[src/sv/msv_pkg.sv]
`timescale 1ns / 1ps
package msv_pkg;

  localparam int AXES       = 3;
  localparam int COORD_BITS = 21;
  localparam int FRAC_BITS  = 15;

  localparam int VEC_W     = 63;
  localparam int TIME_W    = 32;
  localparam int CFG_IDX_W = 3;
  localparam int XW        = COORD_BITS + 2;     // range compare width
  localparam int EW        = 64;                 // coherence error width
  localparam int PW        = 70;                 // |a| * t^2 product width
  localparam int T2_W      = 49;                 // t^2 in Q33.16
  localparam int T2_LO     = 25;
  localparam int T2_HI     = T2_W - T2_LO;
  localparam int SQI       = FRAC_BITS + 7;      // magnitude bits that get squared
  localparam int SQW       = 2 * SQI;

  localparam logic [63:0] ONE_Q      = 64'd1 << FRAC_BITS;
  localparam int          TOL_POS    = int'((ONE_Q + 64'd500) / 64'd1000);
  localparam int          TOL_LIM    = int'((ONE_Q * 64'd10 + 64'd500) / 64'd1000);
  localparam logic [63:0] TOL_COH    = ((ONE_Q << 16) + 64'd500) / 64'd1000;
  localparam logic [63:0] TOL_COH_SQ = TOL_COH * TOL_COH;

  typedef logic [3:0] err_code_t;
  localparam err_code_t ERR_OK       = 4'd0;
  localparam err_code_t ERR_START    = 4'd1;
  localparam err_code_t ERR_DURATION = 4'd2;
  localparam err_code_t ERR_POSITION = 4'd3;
  localparam err_code_t ERR_SPEED    = 4'd4;
  localparam err_code_t ERR_ACCEL    = 4'd5;
  localparam err_code_t ERR_VEL_COH  = 4'd6;
  localparam err_code_t ERR_POS_COH  = 4'd7;
  localparam err_code_t ERR_CONTINUE = 4'd8;
  localparam err_code_t ERR_ORIGIN   = 4'd9;

  typedef logic [CFG_IDX_W-1:0] cfg_idx_t;
  localparam cfg_idx_t CFG_MAX_DURATION = 3'd0;
  localparam cfg_idx_t CFG_BOX_MIN      = 3'd1;
  localparam cfg_idx_t CFG_BOX_MAX      = 3'd2;
  localparam cfg_idx_t CFG_SPEED_LIMIT  = 3'd3;
  localparam cfg_idx_t CFG_ACCEL_LIMIT  = 3'd4;
  localparam cfg_idx_t CFG_PATH_ORIGIN  = 3'd5;

  typedef logic signed [COORD_BITS-1:0] coord_t;

  typedef struct packed {
    logic           box_fail;
    logic           spd_fail;
    logic           acc_fail;
    logic           vel_big;
    logic [SQW-1:0] vel_sq;
    logic           pos_big;
    logic [SQW-1:0] pos_sq;
    logic           cont_fail;
    logic           org_diff;
  } lane_stat_t;

endpackage

[src/sv/msv_merge.sv]
`timescale 1ns / 1ps
module msv_merge (
  input  msv_pkg::lane_stat_t lanes [msv_pkg::AXES],
  input  logic                start_neg,
  input  logic                dur_over,
  input  logic                from_origin,
  output msv_pkg::err_code_t  code
);
  import msv_pkg::*;

  logic [63:0] vsum, psum;
  logic box_f, spd_f, acc_f, vbig, pbig, cont_f, org_f;

  always_comb begin
    vsum = '0;
    psum = '0;
    box_f = 1'b0;
    spd_f = 1'b0;
    acc_f = 1'b0;
    vbig = 1'b0;
    pbig = 1'b0;
    cont_f = 1'b0;
    org_f = 1'b0;
    for (int i = 0; i < AXES; i++) begin
      vsum = vsum + 64'(lanes[i].vel_sq);
      psum = psum + 64'(lanes[i].pos_sq);
      box_f = box_f | lanes[i].box_fail;
      spd_f = spd_f | lanes[i].spd_fail;
      acc_f = acc_f | lanes[i].acc_fail;
      vbig = vbig | lanes[i].vel_big;
      pbig = pbig | lanes[i].pos_big;
      cont_f = cont_f | lanes[i].cont_fail;
      org_f = org_f | lanes[i].org_diff;
    end
    if (start_neg) code = ERR_START;
    else if (dur_over) code = ERR_DURATION;
    else if (box_f) code = ERR_POSITION;
    else if (spd_f) code = ERR_SPEED;
    else if (acc_f) code = ERR_ACCEL;
    else if (vbig || vsum >= TOL_COH_SQ) code = ERR_VEL_COH;
    else if (pbig || psum >= TOL_COH_SQ) code = ERR_POS_COH;
    else if (from_origin) code = org_f ? ERR_ORIGIN : ERR_OK;
    else code = cont_f ? ERR_CONTINUE : ERR_OK;
  end

endmodule

[config.mk]
export PLATFORM = sky130hd
export DESIGN_NAME = msv_merge
export DESIGN_NICKNAME = d
export VERILOG_FILES = /design/src/sv/msv_pkg.sv /design/src/sv/msv_merge.sv
export SDC_FILE = /design/constraint.sdc
export NUM_CORES = 1
export LEC_CHECK = 0
export BUFFER_PORTS_ARGS = -buffer_cell sky130_fd_sc_hd__buf_2
export CORE_ASPECT_RATIO = 0.6
export CORE_MARGIN = 2
export CORE_UTILIZATION = 40
export DETAILED_ROUTE_END_ITERATION = 12
export GPL_TIMING_DRIVEN = 0
export PLACE_DENSITY = 0.67
export SYNTH_ARGS = -nofsm -noshare
export SYNTH_HDL_FRONTEND = slang
export SYNTH_SLANG_ARGS = --single-unit
[constraint.sdc]
create_clock -name vclk -period 5.15
set_clock_uncertainty 0.05 [all_clocks]
set_input_delay 0.2575 -clock vclk [all_inputs]
set_output_delay 0.2575 -clock vclk [all_outputs]
set_load 0.03 [all_outputs]
Yosys cells after proc, flatten, opt, wreduce, memory -nomap -nowiden
Index checks and enable logic that the tools add are counted.

Add/subtract/negate cells: 4. Multiply operators: 0. Divide/modulo/power cells: 0. Order comparisons: 2. Equality and inequality tests: 0. Shift-type cells: 0. Mux-type cells: 10. Bitwise operators: 14. Reductions and logical operators: 2.

Operator list (count): adder 45 x 44 -> 46 bit (2); greater-or-equal comparator 46 x 43 -> 1 bit (second input constant) (2); adder 44 x 44 -> 45 bit (2); two-way mux 4 bit (10); bitwise OR 1 bit (14); logical OR 1 bit (2).

Bits in registers: 0. Bits in latches: 0. Memory bits (writable): 0. Memory bits (read-only): 0. Output and inout bits: 4. Logic and storage cells: 32. Memories: 0.

Longest topological paths before layout
Gate-level depths: netlist of the first run.

Word-level depth: 11. Mapped depth: 15. Mapped depth without buffers: 15.

Worst setup path after synthesis of the first run
No wires, ideal clock.

Path kind: input to output. Start: in lanes[58] (netlist bit). End: out code[1]. Arrival time: 4.209 ns. Slack: 0.634 ns. Cell stages on the path: 14. Path buffers: 1. Cell sequence: fa_1 -> ha_1 -> buf_2 -> a21o_1 -> a21o_1 -> a221oi_2 -> o21ai_2 -> a211oi_2 -> o31ai_2 -> a21oi_1 -> mux2_2 -> o41ai_1 -> nand2_1 -> a211oi_1.

Longest elaborated chain between the ends: 9.

Ends and longest elaborated chain: start, declared (line msv_merge.sv:3) `input msv_pkg::lane_stat_t lanes [msv_pkg::AXES],`; adder 45 x 44 -> 46 bit (line msv_merge.sv:25) `vsum = vsum + 64'(lanes[i].vel_sq);`; greater-or-equal comparator 46 x 43 -> 1 bit (line msv_merge.sv:40) `else if (vbig || vsum >= TOL_COH_SQ) code = ERR_VEL_COH;`; logical OR 1 bit (line msv_merge.sv:40); two-way mux 4 bit (line msv_merge.sv:40); two-way mux 4 bit (line msv_merge.sv:39) `else if (acc_f) code = ERR_ACCEL;`; two-way mux 4 bit (line msv_merge.sv:38) `else if (spd_f) code = ERR_SPEED;`; two-way mux 4 bit (line msv_merge.sv:37) `else if (box_f) code = ERR_POSITION;`; two-way mux 4 bit (line msv_merge.sv:36) `else if (dur_over) code = ERR_DURATION;`; two-way mux 4 bit (line msv_merge.sv:35) `if (start_neg) code = ERR_START;`; end, declared (line msv_merge.sv:7) `output msv_pkg::err_code_t code`.

Every way passes these cells.

Final worst setup path of the first run
Start: in lanes[3] (netlist bit). End: out code[1].

Longest elaborated chain between the ends: 10.

Ends and longest elaborated chain: adder 45 x 44 -> 46 bit (line msv_merge.sv:26) `psum = psum + 64'(lanes[i].pos_sq);`; greater-or-equal comparator 46 x 43 -> 1 bit (line msv_merge.sv:41) `else if (pbig || psum >= TOL_COH_SQ) code = ERR_POS_COH;`; logical OR 1 bit (line msv_merge.sv:41); two-way mux 4 bit (line msv_merge.sv:41); two-way mux 4 bit (line msv_merge.sv:40); two-way mux 4 bit (line msv_merge.sv:39); two-way mux 4 bit (line msv_merge.sv:38); two-way mux 4 bit (line msv_merge.sv:37); two-way mux 4 bit (line msv_merge.sv:36); two-way mux 4 bit (line msv_merge.sv:35).

Every way passes these cells.

==> results_dict.tcl, run 1 <==
set metrics [dict create \
    outcome "finished clean" \
    finalHoldViolations 0 \
    setup_tns_ns 0 \
    grt_max_degree 11 \
    track_usage 0.2253 \
    leakagePower_nw 4.495 \
    final_design_area_no_fill_um2 9744 \
    yosysSeqAreaShare 0 \
    post-route-period-util 0.9456 \
    drv_slew 0 \
    min_path_type "in -> out" \
    setup_violations 0 \
    worst-setup-path-type "in -> out" \
    syn_avg_cell_area_um2 7.780 \
    wl_per_cell_um 15.56 \
    synthToLayoutAreaGrowth_pct 22.92 \
    powerDensity_nw_per_um2 213.0 \
    io_pins 292 \
    worstSetupStartpoint "lanes[3]" \
    overflow 0 \
    wirelength_mm 24.54 \
    slew_headroom 0.5110 \
    fin_ws_ns 0.2804 \
    clkbuf_count 0 \
    path_max_fanout 4 \
    worstPathRequired_ns 4.84 \
    ant_nets 0 \
    rsz0062_at_grt "no" \
    gp_congestion 0.9648 \
    setup.worst_path.end "code[1]" \
    dp_hpwl_mm 21.63 \
    seqCellArea_um2 0 \
    period_needed_ns 4.870 \
    worstPathArrival_ns 4.56 \
    drc_errors 0 \
    vias 9041 \
    place_ws_ns 0.1646 \
    port_buffers 292 \
    ys_types 79 \
    nFlopsAndLatches 0 \
    antenna_found_initial 0 \
    num_antenna_cells 0 \
    fp-row-count 39 \
    hold_slack_ns 0.8030 \
    synth_area_um2 7928 \
    die_area_um2 21000 \
    crit_path_end_kind "output pin" \
    syn_nets 1483 \
    grt_pass1_wl_mm 40.07 \
    layout-drive-gt1-share 0.2624 \
    die_h_um 113.1 \
    firstDrtPassIters 5 \
    maxCapViolCount 0 \
    initial_core_util 0.4123 \
    drt-initial-drc-count 800 \
    cp-start-kind "primary input" \
    tightest_slew_ns 0.7258 \
    cts_setup_buffers 0 \
    first_global_vias 8559 \
    nNetsFinal 1777 \
    via_per_inst 5.733 \
    synth_cells 1019 \
    clock.fmax_ghz 0.2054 \
    die_x_um 185.7 \
    cts-resized-gates 0 \
    ys_warn_count 0 \
    vdd_drop_max_uv 82.61 \
    core_area_um2 19230 \
    place_area_um2 9722 \
    postCtsHoldBufs 0 \
]
per-layer routing:
metal	global-route usage	vias up	part of all wire
met3	0.01545	24	0.076
met1	0.3548	4125	0.50
met2	0.3403	401	0.41
met4	0.03255	0	0.012
li1	-	4491	-
met5	0	-	0
Yosys cell counts, types with 14 or more instances:
| cell type | count | area [um^2] |
|---|---|---|
| clkbuf_1 | 24 | 90.09 |
| or3_1 | 14 | 87.58 |
| nand4_1 | 25 | 156.4 |
| inv_1 | 25 | 93.84 |
| nor2_1 | 66 | 247.7 |
| nor3_1 | 33 | 165.2 |
| and3_1 | 21 | 131.4 |
| a31oi_1 | 20 | 125.1 |
| a21oi_1 | 96 | 480.5 |
| ha_1 | 86 | 1076 |
| xnor2_1 | 20 | 175.2 |
| nand2_1 | 90 | 337.8 |
| fa_1 | 90 | 1802 |
| xor2_1 | 19 | 166.4 |
| nand3_1 | 23 | 115.1 |
| buf_2 | 18 | 90.09 |
| o21ai_0 | 57 | 285.3 |
| a21o_1 | 43 | 322.8 |
worst min-delay path by stage:
stage / start / to / slack [ns] / cells past startpoint
after detailed placement: start_neg / code[1] / 0.80 / 3
after floorplan: start_neg / code[1] / 0.58 / 1
after CTS: start_neg / code[1] / 0.80 / 3
after global routing: start_neg / code[1] / 0.82 / 3
after global placement: start_neg / code[1] / 0.79 / 3
final: start_neg / code[1] / 0.80 / 3
power by group:
part | switching (W) | total (W) | internal [W]
sequential | 0 | 0 | 0
combinational | 0.00124 | 0.00208 | 0.000835
clock | 0 | 0 | 0
through the flow:
stage	util	power, W	cells
3_3_place_gp	0.5057	0.001992	1577
4_1_cts	0.5057	0.002029	1577
3_5_place_dp	0.5057	0.002012	1577
2_1_floorplan	-	0.001472	1019
5_1_grt	0.5068	0.002319	1577
6_report	0.5068	0.002076	1577
cell usage in the layout (no fill, tap or decap), drive strengths merged, types with 6 or more instances in the layout:
master     n
o21a      11
nand2b     6
nor2      66
and3      21
nor4      14
o41ai      7
or2        8
nand4     25
inv       25
xor2      19
mux2i      7
a211oi    13
a211o      7
nand3     23
buf      314
nor2b     10
a21oi    100
or3       14
a31oi     20
a21o      44
fa        90
o21ai     71
o22ai      6
nand2     90
nor3      33
o211ai    12
clkbuf    26
o21bai    11
xnor2     20
a21boi    10
ha        86
a221oi     6
o311ai     8
and2       8
o2111ai    8
and4      12
kinds of logic (layout without fill, tap and decap cells):
group / after synthesis / in the layout / share of synthesized area
mux: 9 / 9 / 0.01168
simple gates: 345 / 345 / 0.2224
compound gates: 377 / 377 / 0.3202
xor+xnor: 39 / 39 / 0.04309
buf+inv: 73 / 365 / 0.03962
fa+ha+maj: 176 / 176 / 0.3630
area by class of cell:
cell class,count,area [um^2]
fillers,1940,9482
inverters,25,93.84
multi-input cells,946,7636
well taps,266,332.8
repair buffers,292,1461
plain buffers,48,220.2
critical path, stage by stage:
cell       delay [ns]
buf_2            0.11
fa_1             0.54
ha_1             0.19
inv_1            0.06
fa_1             0.38
nor2b_1          0.15
o2111ai_2        0.19
a21oi_1          0.40
or3_1            0.21
nor2_1           0.04
or4_1            0.54
o41ai_2          0.32
nand4_1          0.20
a211oi_2         0.37
nor4_1           0.10
a211oi_1         0.25
buf_2            0.25
Power figures use the tool's default switching activity.
==> run 2, diff against run 1 <==
--- a/config.mk
+++ b/config.mk
@@ -12,6 +12,7 @@
 export DETAILED_ROUTE_END_ITERATION = 12
 export GPL_TIMING_DRIVEN = 0
 export PLACE_DENSITY = 0.67
+export REMOVE_ABC_BUFFERS = 1
 export SYNTH_ARGS = -nofsm -noshare
 export SYNTH_HDL_FRONTEND = slang
 export SYNTH_SLANG_ARGS = --single-unit
==> run 2 against run 1 <==
Net effect: power decreased by 1.2%; maximum frequency is 0.60% lower; combinational power hardly changed; largest power group unchanged; wire length rose by 1.4%; critical path depth is the same; sequential share of layout area is the same; global-route usage rose by 0.13 points; die area did not move; critical endpoint unchanged; cell count is 3.0% lower.
==> results_dict.tcl, run 2 (same netlist as run 1, synthesis figures left out) <==
set metrics [dict create \
    hold_slack_ns 0.8052 \
    finalHoldViolations 0 \
    die_x_um 185.7 \
    slowest_stage "fa_1" \
    vias 8985 \
    layout-drive-gt1-share 0.2542 \
    synthToLayoutAreaGrowth_pct 20.22 \
    period_needed_ns 4.899 \
    gp_congestion 0.9487 \
    total_power_w 0.002050 \
    drc_errors 0 \
    hp-start "start_neg" \
    final_cell_count_no_fill 1529 \
    leakagePower_nw 4.369 \
    cts_setup_buffers 0 \
    drv_slew 0 \
    setup_tns_ns 0 \
    port_buffers 292 \
    via_per_inst 5.876 \
    clock.fmax_ghz 0.2041 \
    worstPathRequired_ns 4.84 \
    setup_violations 0 \
    slowest_delay_ns 0.54 \
    cp-start-kind "primary input" \
    post-route-period-util 0.9512 \
    grt_pass1_wl_mm 39.90 \
    worst-setup-path-type "in -> out" \
    ant_nets 0 \
    p_comb_frac 1.000 \
    nFlopsAndLatches 0 \
    die_area_um2 21000 \
    holdPathStages 3 \
    crit_family "compound AO/OA/AOI/OAI gates" \
    clkPwrFrac 0 \
    min_path_type "in -> out" \
    powerDensity_nw_per_um2 215.1 \
    track_usage 0.2266 \
    wl_per_cell_um 16.27 \
    wirelength_mm 24.88 \
    crit_path_end_kind "output pin" \
    seqCellArea_um2 0 \
    clkbuf_count 0 \
    power.switching_w 0.001219 \
    nNetsFinal 1729 \
    path_cells "buf_2 -> fa_1 -> ha_1 -> inv_1 -> fa_1 -> nor2b_1 -> o2111ai_2 -> a21oi_2 -> a211o_1 -> a2111oi_0 -> or4_1 -> o41ai_2 -> nand4_1 -> a211oi_2 -> nor4_1 -> a211oi_1 -> buf_2" \
    io_pins 292 \
    firstDrtPassIters 6 \
    worstPathArrival_ns 4.59 \
    overflow 0 \
    maxCapViolCount 0 \
    fp-row-count 39 \
    crit_buf_inv 3 \
    antenna_found_initial 0 \
    num_antenna_cells 0 \
    initial_core_util 0.4123 \
    path_max_fanout 4 \
    vdd_drop_max_uv 89.93 \
    post-route-util 0.4957 \
    cp_num_cells 17 \
    tightest_slew_ns 0.6741 \
    final_cell_mix "buf_2, a21oi_1, nand2_1, fa_1, ha_1" \
    min_to "code[1]" \
    mostFrequentLayoutCell "buf_2" \
    outcome "finished clean" \
    internal_power_w 0.0008313 \
    grt_max_degree 15 \
    core_area_um2 19230 \
    place_inst 1529 \
    dp_hpwl_mm 21.87 \
    swShare 0.5945 \
    die_h_um 113.1 \
    slew_headroom 0.5459 \
    drt-initial-drc-count 848 \
    first_global_vias 8209 \
    rsz0062_at_grt "no" \
    p_seq_frac 0 \
]
==> run 2: tightest hold or removal path, stage by stage <==
cell and delay, ns:
buf_2 0.11, a211oi_1 0.06, buf_2 0.17
==> run 2: how the worst max path moves through the flow <==
stage | start | slack, ns | endpoint
6_report | lanes[3] | 0.25 | code[1]
5_1_grt | lanes[3] | 0.01 | code[1]
4_1_cts | lanes[48] | 0.19 | code[1]
3_3_place_gp | lanes[48] | 0.26 | code[1]
2_1_floorplan | lanes[58] | 0.67 | code[1]
3_5_place_dp | lanes[48] | 0.20 | code[1]
==> run 2: power by group through the flow <==
| stage | Sequential [W] | Combinational, W | Clock (W) |
|---|---|---|---|
| after floorplan | 0 | 0.00145 | 0 |
| after global placement | 0 | 0.00198 | 0 |
| after detailed placement | 0 | 0.00199 | 0 |
| after CTS | 0 | 0.00200 | 0 |
| after global routing | 0 | 0.00229 | 0 |
| final | 0 | 0.00205 | 0 |
==> run 2: final cells by class <==
cell class | instances | area (um^2)
well taps | 266 | 332.8
repair buffers | 292 | 1461
fillers | 1958 | 9696
multi-input cells | 946 | 7642
inverters | 25 | 93.84
==> run 2: layer usage <==
layer  routed length, um  share of wire  GRT usage
met1               12320           0.50     0.3586
met4                 189         0.0076    0.01837
met3                1977          0.079    0.01094
met5                   0              0          0
met2               10400           0.42     0.3504
==> run 2: through the flow <==
stage               instance area [um^2]  setup slack [ns]
floorplan                           7707            0.6667
global placement                    9502            0.2566
detailed placement                  9502            0.2027
CTS                                 9502            0.1852
global route                        9530           0.01326
finish                              9530            0.2511
==> run 2: repair_timing <==
item,CTS,global route
endpoints found under the setup margin,0,4
hold buffers,0,0
gates resized for setup,0,6
==> run 3, diff against run 2 <==
--- a/config.mk
+++ b/config.mk
@@ -6,12 +6,13 @@
 export NUM_CORES = 1
 export LEC_CHECK = 0
 export BUFFER_PORTS_ARGS = -buffer_cell sky130_fd_sc_hd__buf_2
-export CORE_ASPECT_RATIO = 0.6
+export CAP_MARGIN = 15
+export CORE_ASPECT_RATIO = 1.4
 export CORE_MARGIN = 2
 export CORE_UTILIZATION = 40
 export DETAILED_ROUTE_END_ITERATION = 12
 export GPL_TIMING_DRIVEN = 0
-export PLACE_DENSITY = 0.67
+export PLACE_DENSITY = 0.79
 export REMOVE_ABC_BUFFERS = 1
 export SYNTH_ARGS = -nofsm -noshare
 export SYNTH_HDL_FRONTEND = slang
==> run 3 against run 2 <==
Net effect: count of clock-buffer cells in the layout did not move; via count barely moved; die area fell by 0.10%; first-iteration DRC count fell by 37%; core utilization fell by 0.37 points; critical path type unchanged; critical endpoint unchanged; largest cell class unchanged; highest routed layer unchanged.
==> results_dict.tcl, run 3 (same netlist as run 1, synthesis figures left out) <==
set metrics [dict create \
    clock.fmax_ghz 0.2046 \
    track_usage 0.2176 \
    clkbuf_count 0 \
    mostFrequentLayoutCell "buf_2" \
    fillers 1968 \
    multi_input_area_um2 7656 \
    drc_errors 0 \
    crit_path_end_kind "output pin" \
    post-route-period-util 0.9491 \
    grt_max_degree 15 \
    vdd_drop_max_uv 99.06 \
    first_global_vias 8635 \
    wirelength_mm 24.15 \
    worst-setup-path-type "in -> out" \
    worstPathArrival_ns 4.58 \
    firstDrtPassIters 8 \
    worstPathRequired_ns 4.84 \
    fp-row-count 60 \
    layout-drive-gt1-share 0.2563 \
    seqCellArea_um2 0 \
    core_area_um2 19370 \
    p_comb_frac 1.000 \
    slowest_stage "o41ai_2" \
    dp_hpwl_mm 21.15 \
    gp_congestion 0.9253 \
    overflow 0 \
    setup_tns_ns 0 \
    drt-initial-drc-count 535 \
    io_pins 292 \
    path_max_fanout 9 \
    cp-start-kind "primary input" \
    final_cell_mix "buf_2, a21oi_1, nand2_1, fa_1, ha_1" \
    period_needed_ns 4.888 \
    path_cells "buf_2 -> fa_1 -> ha_1 -> a21o_1 -> a21o_1 -> a221oi_4 -> o21ai_2 -> a211oi_2 -> o31ai_2 -> a21oi_1 -> mux2_2 -> o41ai_2 -> nand2_1 -> a211oi_1 -> buf_2" \
    p_seq_frac 0 \
    drt-met1-wl_mm 9.970 \
    ant_nets 0 \
    postCtsHoldBufs 0 \
    top_layer "met4" \
    drv_slew 0 \
    num_antenna_cells 0 \
    met3RoutedLength_mm 1.461 \
    die_h_um 170.6 \
    wl_per_cell_um 15.97 \
    slew_headroom 0.4896 \
    wl_met2_mm 12.29 \
    rsz0062_at_grt "no" \
    initial_core_util 0.4093 \
    via_per_inst 5.945 \
    slowest_delay_ns 0.54 \
    outcome "finished clean" \
    vias 8989 \
    nNetsFinal 1730 \
    power.switching_w 0.001200 \
    setup_violations 0 \
    internal_power_w 0.0008297 \
    die_x_um 123.0 \
    min_path_type "in -> out" \
    finalHoldViolations 0 \
    total_power_w 0.002029 \
    tightest_slew_ns 0.7576 \
    port_buffers 292 \
    nFlopsAndLatches 0 \
    powerDensity_nw_per_um2 213.0 \
    grt_pass1_wl_mm 38.52 \
    synthToLayoutAreaGrowth_pct 20.20 \
    antenna_found_initial 0 \
    clkPwrFrac 0 \
    leakagePower_nw 4.381 \
    maxCapViolCount 0 \
    swShare 0.5911 \
    die_area_um2 20980 \
]
[run 3: stage by stage]
stage	utilization	hold slack [ns]	cell area, um^2	worst slack, ns	std cells
floorplan	-	0.5768	7707	0.6667	971
global placement	0.4894	0.8083	9479	-0.2612	1511
detailed placement	0.4894	0.8165	9479	-0.2962	1511
CTS	0.4904	0.8142	9499	0.04509	1511
global route	0.4920	0.8235	9529	0.02467	1512
finish	0.4920	0.8142	9529	0.2621	1512
[run 3: path summary, 6_finish.rpt]
kind / end / start / cells past startpoint / slack [ns]
max: code[1] / lanes[58] / 15 / 0.26
min: code[1] / start_neg / 3 / 0.81
[run 3: area by class of cell]
type,count,area share
inverters,25,0.009848
multi-input cells,946,0.8034
well taps,248,0.03256
repair buffers,293,0.1541
[run 3: critical path: cells and delay by family]
family | cells | cell delay (ns)
compound gates | 9 | 2.52
simple gates | 1 | 0.17
buf+inv | 2 | 0.37
mux | 1 | 0.36
fa+ha+maj | 2 | 0.91
[run 3: repair_timing]
item,in CTS,in global routing
resized for setup,3,3
hold endpoints to repair,0,0
endpoints found under the setup margin,4,3
setup buffers,0,1
pin swaps,0,1
[run 3: power groups by stage]
stage | logic, W | clock network [W] | registers, W
after floorplan | 0.00145 | 0 | 0
after global placement | 0.00196 | 0 | 0
after detailed placement | 0.00198 | 0 | 0
after CTS | 0.00200 | 0 | 0
after global routing | 0.00226 | 0 | 0
final | 0.00203 | 0 | 0
[run 3: metal layers]
layer / vias up / GRT usage
li1: 4391 / -
met3: 34 / 0.009333
met2: 368 / 0.4110
met4: 0 / 0.03656
met5: - / 0
met1: 4196 / 0.2737
